[config.mk]
export PLATFORM = sky130hd
export DESIGN_NAME = cancelable_job_fifo
export DESIGN_NICKNAME = d
export VERILOG_FILES = /design/src/hw/rtl/cjf_pkg.sv /design/src/hw/rtl/cjf_store.sv /design/src/hw/rtl/cancelable_job_fifo.sv
export SDC_FILE = /design/constraint.sdc
export NUM_CORES = 2
export LEC_CHECK = 0
export ABC_AREA = 1
export BUFFER_PORTS_ARGS = -buffer_cell sky130_fd_sc_hd__clkbuf_2
export CORE_MARGIN = 5
export CORE_UTILIZATION = 30
export DETAILED_ROUTE_END_ITERATION = 8
export GPL_TIMING_DRIVEN = 0
export SLEW_MARGIN = 20
export SYNTH_ARGS = -nofsm -noshare
export SYNTH_HDL_FRONTEND = slang
export SYNTH_SLANG_ARGS = --single-unit
[constraint.sdc]
create_clock -name aclk -period 14.4 [get_ports aclk]
set_clock_uncertainty 0.1 [all_clocks]
set_input_delay 2.16 -clock aclk [delete_from_list [all_inputs] [get_ports aclk]]
set_output_delay 2.16 -clock aclk [all_outputs]
set_load 0.05 [all_outputs]
[src/hw/rtl/cjf_pkg.sv]
package cjf_pkg;

    // queue geometry
    localparam int DEPTH     = 16;
    localparam int ADDR_W    = $clog2(DEPTH);
    localparam int CNT_W     = $clog2(DEPTH + 1);
    localparam int ID_W      = 64;
    localparam int PAYLOAD_W = 32;
    localparam int PAY_W     = 32;
    localparam int TOTAL_W   = 32;

    // stream widths
    localparam int S_DATA_W = 96;
    localparam int S_USER_W = 2;
    localparam int M_DATA_W = 208;
    localparam int M_USER_W = 2;

    // operation codes
    localparam logic [1:0] OP_ENQUEUE = 2'd0;
    localparam logic [1:0] OP_POP     = 2'd1;
    localparam logic [1:0] OP_CANCEL  = 2'd2;

    // status codes
    localparam logic [1:0] ST_OK   = 2'd0;
    localparam logic [1:0] ST_MISS = 2'd1;
    localparam logic [1:0] ST_FULL = 2'd2;

    // memory port control from the sequencer
    typedef struct packed {
        logic              we;
        logic [ADDR_W-1:0] waddr;
        logic [ADDR_W-1:0] raddr;
    } cjf_mem_ctl_t;

    // logical queue position to physical slot, wrapping at DEPTH
    function automatic logic [ADDR_W-1:0] cjf_slot(input logic [ADDR_W-1:0] head,
                                                   input logic [ADDR_W-1:0] pos);
        logic [ADDR_W:0] sum;
        sum = {1'b0, head} + {1'b0, pos};
        if (sum >= (ADDR_W + 1)'(DEPTH)) begin
            sum = sum - (ADDR_W + 1)'(DEPTH);
        end
        return sum[ADDR_W-1:0];
    endfunction

endpackage

[src/hw/rtl/cjf_store.sv]
module cjf_store
    import cjf_pkg::*;
(
    input  logic                 aclk,
    input  cjf_mem_ctl_t         ctl,
    input  logic [ID_W-1:0]      wr_id,
    input  logic [PAYLOAD_W-1:0] wr_pay,
    output logic [ID_W-1:0]      rd_id,
    output logic [PAYLOAD_W-1:0] rd_pay
);

    logic [ID_W-1:0]      id_mem  [DEPTH];
    logic [PAYLOAD_W-1:0] pay_mem [DEPTH];
    logic [ID_W-1:0]      rd_id_reg;
    logic [PAYLOAD_W-1:0] rd_pay_reg;

    // one write port, one registered read port
    always_ff @(posedge aclk) begin
        if (ctl.we) begin
            id_mem[ctl.waddr]  <= wr_id;
            pay_mem[ctl.waddr] <= wr_pay;
        end
        rd_id_reg  <= id_mem[ctl.raddr];
        rd_pay_reg <= pay_mem[ctl.raddr];
    end

    assign rd_id  = rd_id_reg;
    assign rd_pay = rd_pay_reg;

endmodule

[src/hw/rtl/cancelable_job_fifo.sv]
// channel | direction | tdata (low bit up)              | tuser
// s_      | in        | job_id, payload                 | op
// m_      | out       | out_job_id, out_payload, pending, | status
//         |           | totals enq/deq/cancel, peak     |
//
// one word at a time: enqueue steps through start and result, pop adds a
// read step, cancel scans the held entries (one slot read per cycle over the
// single memory read port), then moves one slot per cycle to close the gap
// the result sits in an output register; a stalled m_ side holds the
// sequencer in its last step until the word is taken
// aresetn clears the queue count, head, totals and peak; slots are not cleared
module cancelable_job_fifo
    import cjf_pkg::*;
(
    input  logic                aclk,
    input  logic                aresetn,
    input  logic                s_tvalid,
    output logic                s_tready,
    input  logic [S_DATA_W-1:0] s_tdata,  // job_id[63:0], payload[95:64]
    input  logic [S_USER_W-1:0] s_tuser,  // op[1:0]
    output logic                m_tvalid,
    input  logic                m_tready,
    // out_job_id[63:0], out_payload[95:64], pending[100:96],
    // total_enqueued[132:101], total_dequeued[164:133],
    // total_cancelled[196:165], peak[201:197], zero[207:202]
    output logic [M_DATA_W-1:0] m_tdata,
    output logic [M_USER_W-1:0] m_tuser   // status[1:0]
);

    typedef enum logic [5:0] {
        S_IDLE   = 6'b000001,
        S_START  = 6'b000010,
        S_POPRD  = 6'b000100,
        S_SCAN   = 6'b001000,
        S_SHIFT  = 6'b010000,
        S_RESULT = 6'b100000
    } state_t;

    state_t               state_reg, state_next;
    logic [CNT_W-1:0]     occ_reg, occ_next;
    logic [CNT_W-1:0]     peak_reg, peak_next;
    logic [ADDR_W-1:0]    head_reg, head_next;
    logic [ADDR_W-1:0]    idx_reg, idx_next;
    logic [TOTAL_W-1:0]   enq_reg, enq_next;
    logic [TOTAL_W-1:0]   deq_reg, deq_next;
    logic [TOTAL_W-1:0]   can_reg, can_next;
    logic [1:0]           op_reg, op_next;
    logic [ID_W-1:0]      id_reg, id_next;
    logic [PAYLOAD_W-1:0] pay_reg, pay_next;
    logic [1:0]           status_reg, status_next;
    logic [ID_W-1:0]      rid_reg, rid_next;
    logic [PAYLOAD_W-1:0] rpay_reg, rpay_next;
    logic                 mvalid_reg, mvalid_next;
    logic [M_DATA_W-1:0]  mdata_reg, mdata_next;
    logic [M_USER_W-1:0]  muser_reg, muser_next;

    cjf_mem_ctl_t         mem_ctl;
    logic [ID_W-1:0]      wr_id;
    logic [PAYLOAD_W-1:0] wr_pay;
    logic [ID_W-1:0]      rd_id;
    logic [PAYLOAD_W-1:0] rd_pay;

    logic [CNT_W-1:0]     idx_ext;
    logic                 scan_last;
    logic                 shift_last;
    logic                 out_free;

    cjf_store u_store (
        .aclk   (aclk),
        .ctl    (mem_ctl),
        .wr_id  (wr_id),
        .wr_pay (wr_pay),
        .rd_id  (rd_id),
        .rd_pay (rd_pay)
    );

    assign idx_ext    = {{(CNT_W - ADDR_W){1'b0}}, idx_reg};
    assign scan_last  = (idx_ext + CNT_W'(1)) == occ_reg;
    assign shift_last = (idx_ext + CNT_W'(2)) == occ_reg;
    assign out_free   = !mvalid_reg || m_tready;

    // sequencer
    always_comb begin
        state_next  = state_reg;
        occ_next    = occ_reg;
        peak_next   = peak_reg;
        head_next   = head_reg;
        idx_next    = idx_reg;
        enq_next    = enq_reg;
        deq_next    = deq_reg;
        can_next    = can_reg;
        op_next     = op_reg;
        id_next     = id_reg;
        pay_next    = pay_reg;
        status_next = status_reg;
        rid_next    = rid_reg;
        rpay_next   = rpay_reg;
        mvalid_next = mvalid_reg && !m_tready;
        mdata_next  = mdata_reg;
        muser_next  = muser_reg;
        mem_ctl.we    = 1'b0;
        mem_ctl.waddr = cjf_slot(head_reg, occ_reg[ADDR_W-1:0]);
        mem_ctl.raddr = cjf_slot(head_reg, idx_reg + ADDR_W'(1));
        wr_id  = id_reg;
        wr_pay = pay_reg;

        unique case (state_reg)
            S_IDLE: begin
                if (s_tvalid) begin
                    op_next     = s_tuser;
                    id_next     = s_tdata[ID_W-1:0];
                    pay_next    = s_tdata[ID_W +: PAYLOAD_W];
                    status_next = ST_OK;
                    rid_next    = '0;
                    rpay_next   = '0;
                    state_next  = S_START;
                end
            end
            S_START: begin
                idx_next   = '0;
                state_next = S_RESULT;
                unique case (op_reg)
                    OP_ENQUEUE: begin
                        if (occ_reg == CNT_W'(DEPTH)) begin
                            status_next = ST_FULL;
                        end else begin
                            mem_ctl.we = 1'b1;
                            occ_next   = occ_reg + CNT_W'(1);
                            enq_next   = enq_reg + TOTAL_W'(1);
                            if (occ_reg + CNT_W'(1) > peak_reg) begin
                                peak_next = occ_reg + CNT_W'(1);
                            end
                        end
                    end
                    OP_POP, OP_CANCEL: begin
                        mem_ctl.raddr = head_reg;
                        if (occ_reg == '0) begin
                            status_next = ST_MISS;
                        end else if (op_reg == OP_POP) begin
                            state_next = S_POPRD;
                        end else begin
                            state_next = S_SCAN;
                        end
                    end
                    default: begin
                    end
                endcase
            end
            S_POPRD: begin
                rid_next   = rd_id;
                rpay_next  = rd_pay;
                head_next  = cjf_slot(head_reg, ADDR_W'(1));
                occ_next   = occ_reg - CNT_W'(1);
                deq_next   = deq_reg + TOTAL_W'(1);
                state_next = S_RESULT;
            end
            S_SCAN: begin
                // read data is slot idx, next slot already being fetched
                if (rd_id == id_reg) begin
                    rid_next  = rd_id;
                    rpay_next = rd_pay;
                    if (scan_last) begin
                        occ_next   = occ_reg - CNT_W'(1);
                        can_next   = can_reg + TOTAL_W'(1);
                        state_next = S_RESULT;
                    end else begin
                        state_next = S_SHIFT;
                    end
                end else if (scan_last) begin
                    status_next = ST_MISS;
                    state_next  = S_RESULT;
                end else begin
                    idx_next = idx_reg + ADDR_W'(1);
                end
            end
            S_SHIFT: begin
                // move slot idx+1 down into idx, fetch idx+2
                mem_ctl.we    = 1'b1;
                mem_ctl.waddr = cjf_slot(head_reg, idx_reg);
                mem_ctl.raddr = cjf_slot(head_reg, idx_reg + ADDR_W'(2));
                wr_id  = rd_id;
                wr_pay = rd_pay;
                if (shift_last) begin
                    occ_next   = occ_reg - CNT_W'(1);
                    can_next   = can_reg + TOTAL_W'(1);
                    state_next = S_RESULT;
                end else begin
                    idx_next = idx_reg + ADDR_W'(1);
                end
            end
            S_RESULT: begin
                if (out_free) begin
                    mvalid_next = 1'b1;
                    muser_next  = status_reg;
                    mdata_next  = {6'b0, 5'(peak_reg), can_reg, deq_reg, enq_reg,
                                   5'(occ_reg), PAY_W'(rpay_reg), rid_reg};
                    state_next  = S_IDLE;
                end
            end
            default: begin
                state_next = S_IDLE;
            end
        endcase
    end

    // control state
    always_ff @(posedge aclk) begin
        if (!aresetn) begin
            state_reg  <= S_IDLE;
            occ_reg    <= '0;
            peak_reg   <= '0;
            head_reg   <= '0;
            enq_reg    <= '0;
            deq_reg    <= '0;
            can_reg    <= '0;
            mvalid_reg <= 1'b0;
        end else begin
            state_reg  <= state_next;
            occ_reg    <= occ_next;
            peak_reg   <= peak_next;
            head_reg   <= head_next;
            enq_reg    <= enq_next;
            deq_reg    <= deq_next;
            can_reg    <= can_next;
            mvalid_reg <= mvalid_next;
        end
    end

    // working and output words
    always_ff @(posedge aclk) begin
        idx_reg    <= idx_next;
        op_reg     <= op_next;
        id_reg     <= id_next;
        pay_reg    <= pay_next;
        status_reg <= status_next;
        rid_reg    <= rid_next;
        rpay_reg   <= rpay_next;
        mdata_reg  <= mdata_next;
        muser_reg  <= muser_next;
    end

    assign s_tready = (state_reg == S_IDLE);
    assign m_tvalid = mvalid_reg;
    assign m_tdata  = mdata_reg;
    assign m_tuser  = muser_reg;

endmodule

; ---- Word level (Yosys, flattened, before mapping)
; Memories as Yosys holds them, arrays and structs flattened. A register that Yosys moved wholly into a read port is not among the register bits.
; Cells that the tools add are included.
; Widths: inputs -> output; s select.
[totals]
regBits = 521
ram_bits = 1536
input_bits = 102
output_inout_bits = 212
wordCells = 147
memories = 2
[memory_table]
columns = name, depth, word_bits, rd, rd_ports_with_merged_regs, write_ports, line_no
row1 = u_store.id_mem, 16, 64, 1, 1, 1, cjf_store.sv:12  ; logic [ID_W-1:0] id_mem [DEPTH];
row2 = u_store.pay_mem, 16, 32, 1, 1, 1, cjf_store.sv:13  ; logic [PAYLOAD_W-1:0] pay_mem [DEPTH];
[classes]
add_sub_neg = 19
order_cmp = 6
eq_ne = 26
muxes = 54
bitwise_logic = 1
n_reduce_logical = 22
[ops]
columns = cell, n
row1 = $mux 32, 6
row2 = $mux 64, 3
row3 = $pmux 64 s3, 1
row4 = $add 32x1->32 const B, 3
row5 = $pmux 32 s3, 1
row6 = $eq 64x64->1, 1
row7 = $pmux 32 s2, 1
row8 = $mux 6, 8
row9 = $mux 4, 11
row10 = $pmux 6 s6, 1
row11 = $ge 5x5->1 const B, 5
row12 = $mux 5, 5
row13 = $add 4x4->5, 4
row14 = $pmux 5 s4, 1
row15 = $sub 4x1->4 const B, 5
row16 = $ne 2x2->1 const B, 9
row17 = $reduce_and 4->1, 4
row18 = $pmux 4 s3, 1
row19 = $add 4x1->5 const B, 2
row20 = $eq 5x5->1, 2
row21 = $mux 2, 5
row22 = $ne 3x3->1 const B, 3
row23 = $reduce_bool 3->1, 3
row24 = $pmux 4 s2, 1
row25 = 34 further kinds, 42

; ---- Logic depth before layout (Yosys ltp)
[logic_depth]
ltp_word = 6
ltp_mapped = 17
mapped_depth_nobuf = 15

; ---- Cells and area by module
; From an unflattened synthesis, not the netlist that was laid out.
[hier_totals]
hier_cells = 8511
hier_area_um2 = 90149.0
[by_module_without_submodules]
columns = mod, n_inst, cells_per_inst, area_per_inst_um2, seq_area_each_um2
row1 = cjf_store, 1, 6304, 67664.9, 48046.1
row2 = cancelable_job_fifo, 1, 2207, 22484.1, 14473.9

; ---- Worst setup path after synthesis
; OpenSTA, ideal clock, no wires.
[synth_path]
path_type = input -> register
start = input port m_tready
end = register mdata_reg[0], in the netlist m_tdata[0] (enable)
setup_time_ns = 0.838
arrival_ns = 12.031
required_time_ns = 13.462
setup_slack_ns = 1.431
path_stages = 2
n_path_buf = 0
path_cell_list = inv_1 a21oi_1
[synth_between]
elab_chain_cells = 2
[synth_lines]
columns = item, line_no
row1 = "start, declared", cancelable_job_fifo.sv:22  ; input logic m_tready,
row2 = $logic_or 1x1->1, cancelable_job_fifo.sv:80  ; assign out_free = !mvalid_reg || m_tready;
row3 = $reduce_and 2->1 (no source line), --
row4 = "end signal, assigned", cancelable_job_fifo.sv:238  ; mdata_reg <= mdata_next;
row5 = "end, declared", cancelable_job_fifo.sv:54  ; logic [M_DATA_W-1:0] mdata_reg, mdata_next;
; Every way passes these cells.
; A chain may end at the register's enable or synchronous reset.

; ---- Final worst setup path
[layout_path]
start = register state_reg[1]
end = memory u_store.pay_mem[10][28] (enable)
[layout_between]
elab_chain_cells = 4
word_cells_on_any_way = 6
classes_between = eq/ne: 2 / mux: 4
[layout_lines]
columns = item, line_no
row1 = "start, declared", cancelable_job_fifo.sv:39  ; state_t state_reg, state_next;
row2 = "start signal, assigned", cancelable_job_fifo.sv:218  ; state_reg <= state_next;
row3 = $eq 6x5->1 or $eq 6x2->1 (tied branches), cancelable_job_fifo.sv:107  ; unique case (state_reg)
row4 = $pmux 1 s2, cancelable_job_fifo.sv:107
row5 = $mux 1, cjf_store.sv:19  ; if (ctl.we) begin
row6 = $mux 1 (implied by the code), cjf_store.sv:21  ; pay_mem[ctl.waddr] <= wr_pay;
row7 = "end, declared", cjf_store.sv:13
; Several ways; a longest one is shown, not always the timed one.

==> reports/metrics.yaml <==
run_status:
  outcome: "complete, no violations"
critical_path:
  ff2ff_setup_slack_ns: 8.77
  r2r_start: "state_reg[1]"
  crit_chain: "nor2_2 > nand4_4 > clkbuf_2 > buf_12 > clkbuf_1 > o21ai_0 > ha_1 > inv_1 > fa_1 > inv_1 > nand3_1 > nor2_4 > buf_12 > buf_12 > buf_16"
  reg2reg_to: "u_store.pay_mem[10][28]"
  worstSetupPathType: "register to register"
  cp_common_cell: "buf_12"
  cp-start-kind: "register"
  cp_max_fo: 21
  r2r_cells: 15
  cp_slowest_cell: "nor2_4"
  max_stage_delay_ns: 0.79
  worst-endpoint-required_ns: 14.83
  endpoint_kind: "register"
  arrival_ns: 6.06
synth:
  ys_seq_elements: 2153
  synth_top_family_by_area: "simple AND/OR/NAND/NOR gates"
  syn_inst: 8034
  synth_area_leader_cell: "edfxtp_1"
  yosys.area_share.simple_pct: 22.61
  synth_flop_cell: "edfxtp_1"
  synth_edf_count: 1940
  avgSynthCellArea_um2: 11.01
  syn-cell-area_um2: 88460
  synth_top_area_share_pct: 65.86
  yosysWarnings: 0
  synthAdderAreaFrac_pct: 0.4357
  synth_compound_area_share_pct: 1.433
  synth_cell_types: 46
  synth_area_leaders: "edfxtp_1, nand2_1, nand3_1, dfxtp_1, buf_2"
  synthMuxAreaShare_pct: 0.01273
  ys_seq_area_share_pct: 70.68
  synthArstFlopShare_pct: 0
  synth_xor_area_share_pct: 0.7921
layout:
  nets: 8844
  largest_reg_flops: 1024
  regArea_um2: 62520
  fill_cells: 28700
  multi_input_area_um2: 22720
  syn2layout_area_growth_pct: 18.40
  drive_gt1_share_pct: 14.12
  top_register: "u_store.id_mem"
  final_area_um2: 104700
  finalNonFillerCells: 12830
pwr:
  combPwrFrac_pct: 7.3
  p_sw_mw: 3.160
  p_per_area_nw_per_um2: 128.4
  max-vdd-ir-drop_mv: 0.1144
  switching_share_pct: 23.50
  p_leak_nw: 40.50
  pwr-share-seq_pct: 52.1
  p_int_mw: 10.29
  pwr-share-clk_pct: 40.6
timing:
  period_minus_slack_ns: 5.628
  slew_viol_final: 0
  hold_viol_final: 0
  timing.final.crit_share_pct: 39.08
  max_slew.worst_pin.slew_ns: 1.051
  grt_setup_unrepaired: "false"
  finalSetupTns_ns: 0
  slew_headroom_pct: 29.47
  setup_viol: 0
  setup_slack_ns: 8.772
  max_clock_freq_mhz: 177.7
die:
  start_util_pct: 30.11
  die_area_um2: 305800
  core_area_um2: 293800
  die_h_um: 553.0
  ios: 314
  rows: 199
  die_w_um: 553.0
clock_network:
  cts_hold_buf: 0
  cts_buffers: 212
  clock_latency_ns: 0.89
  clockBufferDepth: 4
  clk_pin_slew_ns: 0.07
  cts_tree: "done"
  clock_sinks: 2153
  cts_setup_buffers: 0
  post_cts_resized: 0
  root_buffer: "clkbuf_16"
  cts_max_level: 4
hold_path:
  holdCritPathClass: "register to register"
  whs_endpoint: "m_tdata[53]"
  hp-start: "rid_reg[53]"
  whs_path_depth: 0
routing:
  dr.pass1.iters: 6
  ant_nets: 0
  avgViaCountPerCell: 4.897
  wl_per_cell_um: 21.43
  drt_iter0_drc: 6329
  vias: 62810
  drc: 0
  wirelength_mm: 274.8
grt:
  grtUsageMet3_pct: 2.796
  met2_usage_pct: 28.32
  grt.total_usage_pct: 17.30
  antenna_found_initial: 32
  busiest_layer: "met2"
  grtUsageMet1_pct: 22.48
  grt_max_degree: 30
  grt-ovfl-total: 0
  grt_pass1_wl_mm: 399.8
  grt_pass1_vias: 60150
placement:
  gp_congestion: 0.8993
  dp_hpwl_mm: 193.1
  dpl.cell_count: 12420
  post-place-ws_ns: 8.825
  placed_area_um2: 97900
  port_buffers: 306
flow_run:
  drv_cap: 0
cells in the final DEF, fill, tap and decap left out, types with 122 or more instances in the layout:
master     count
nand2_1     2923
nor2_1       265
buf_2        293
nand3_1     1408
dfxtp_1      213
inv_1        280
clkbuf_1     122
clkbuf_2     308
edfxtp_1    1940
clkbuf_16    213
critical path: cells and delay by family, from the launching register on:
kind	cells	cell delay [ns]
buffers and inverters	8	2.32
AND/OR/NAND/NOR	4	1.44
adder cells (fa/ha/maj)	2	0.73
flip-flops	1	0.40
AO/OA/AOI/OAI	1	0.23
worst max path at each step:
stage | from | end | slack [ns] | depth (start not counted)
after floorplan | m_tready | m_tdata[0] | 1.43 | 2
after CTS | state_reg[1] | u_store.pay_mem[10][29] | 8.75 | 15
final | state_reg[1] | u_store.pay_mem[10][28] | 8.77 | 15
after detailed placement | state_reg[1] | u_store.pay_mem[10][24] | 8.82 | 15
after global routing | state_reg[1] | u_store.pay_mem[10][29] | 8.55 | 15
after global placement | m_tready | m_tdata[1] | -4.19 | 3
power by group through the flow:
| stage | combinational, mW | clock [mW] | sequential (mW) |
|---|---|---|---|
| floorplan | 0.547 | 0 | 7.13 |
| global placement | 0.904 | 0 | 7.17 |
| detailed placement | 0.975 | 0 | 7.14 |
| CTS | 0.979 | 5.54 | 7.00 |
| global route | 1.06 | 5.79 | 7.01 |
| finish | 0.984 | 5.46 | 7.00 |
per-layer routing:
layer | vias to the layer above | share of wire [%] | routed length (um)
li1 | 28930 | - | -
met1 | 30440 | 40 | 110800
met2 | 2863 | 47 | 128200
met3 | 563 | 7.9 | 21700
met4 | 12 | 5.1 | 13990
met5 | - | 0.034 | 94
logic make-up after synthesis:
logic type      after synthesis
compound gates              246
xor+xnor                     80
fa+ha+maj                    29
buf+inv                     759
flops                      2153
mux                           1
other cells                   1
simple gates               4765
per-stage QoR:
stage                     util, %  power (mW)  hold slack (ns)
after floorplan                 -       7.677           0.3003
after global placement      32.30       8.072           0.3035
after detailed placement    33.32       8.111           0.3045
after CTS                   35.63       13.52           0.2669
after global routing        35.63       13.87           0.2978
final                       35.65       13.45           0.2713
cell usage after synthesis, types with 3 or more instances:
| library cell | number |
|---|---|
| nor2_1 | 283 |
| o21ai_0 | 141 |
| inv_1 | 280 |
| fa_1 | 3 |
| ha_1 | 26 |
| buf_6 | 13 |
| buf_4 | 59 |
| xor2_1 | 54 |
| nand2_1 | 2924 |
| buf_2 | 293 |
| inv_2 | 7 |
| nor3_1 | 64 |
| xnor2_1 | 26 |
| dfxtp_1 | 213 |
| nor2_2 | 3 |
| o21a_1 | 3 |
| nor2_4 | 3 |
| nand3_1 | 1408 |
| buf_8 | 3 |
| buf_1 | 7 |
| nand3b_1 | 4 |
| a21oi_1 | 95 |
| nor4_1 | 6 |
| nand4_1 | 54 |
| clkbuf_1 | 94 |
| nand2_2 | 3 |
| edfxtp_1 | 1940 |
cell type report:
cell class | instances | share of cell area, %
clock inverters | 120 | 0.9987
diodes | 23 | 0.05495
inverters | 290 | 1.042
repair buffers | 460 | 3.990
clock buffers | 265 | 5.476
multi-input cells | 5127 | 21.69
plain buffers | 469 | 2.374
well taps | 3919 | 4.682
flip-flops and latches | 2153 | 59.69
Power figures use the tool's default switching activity.
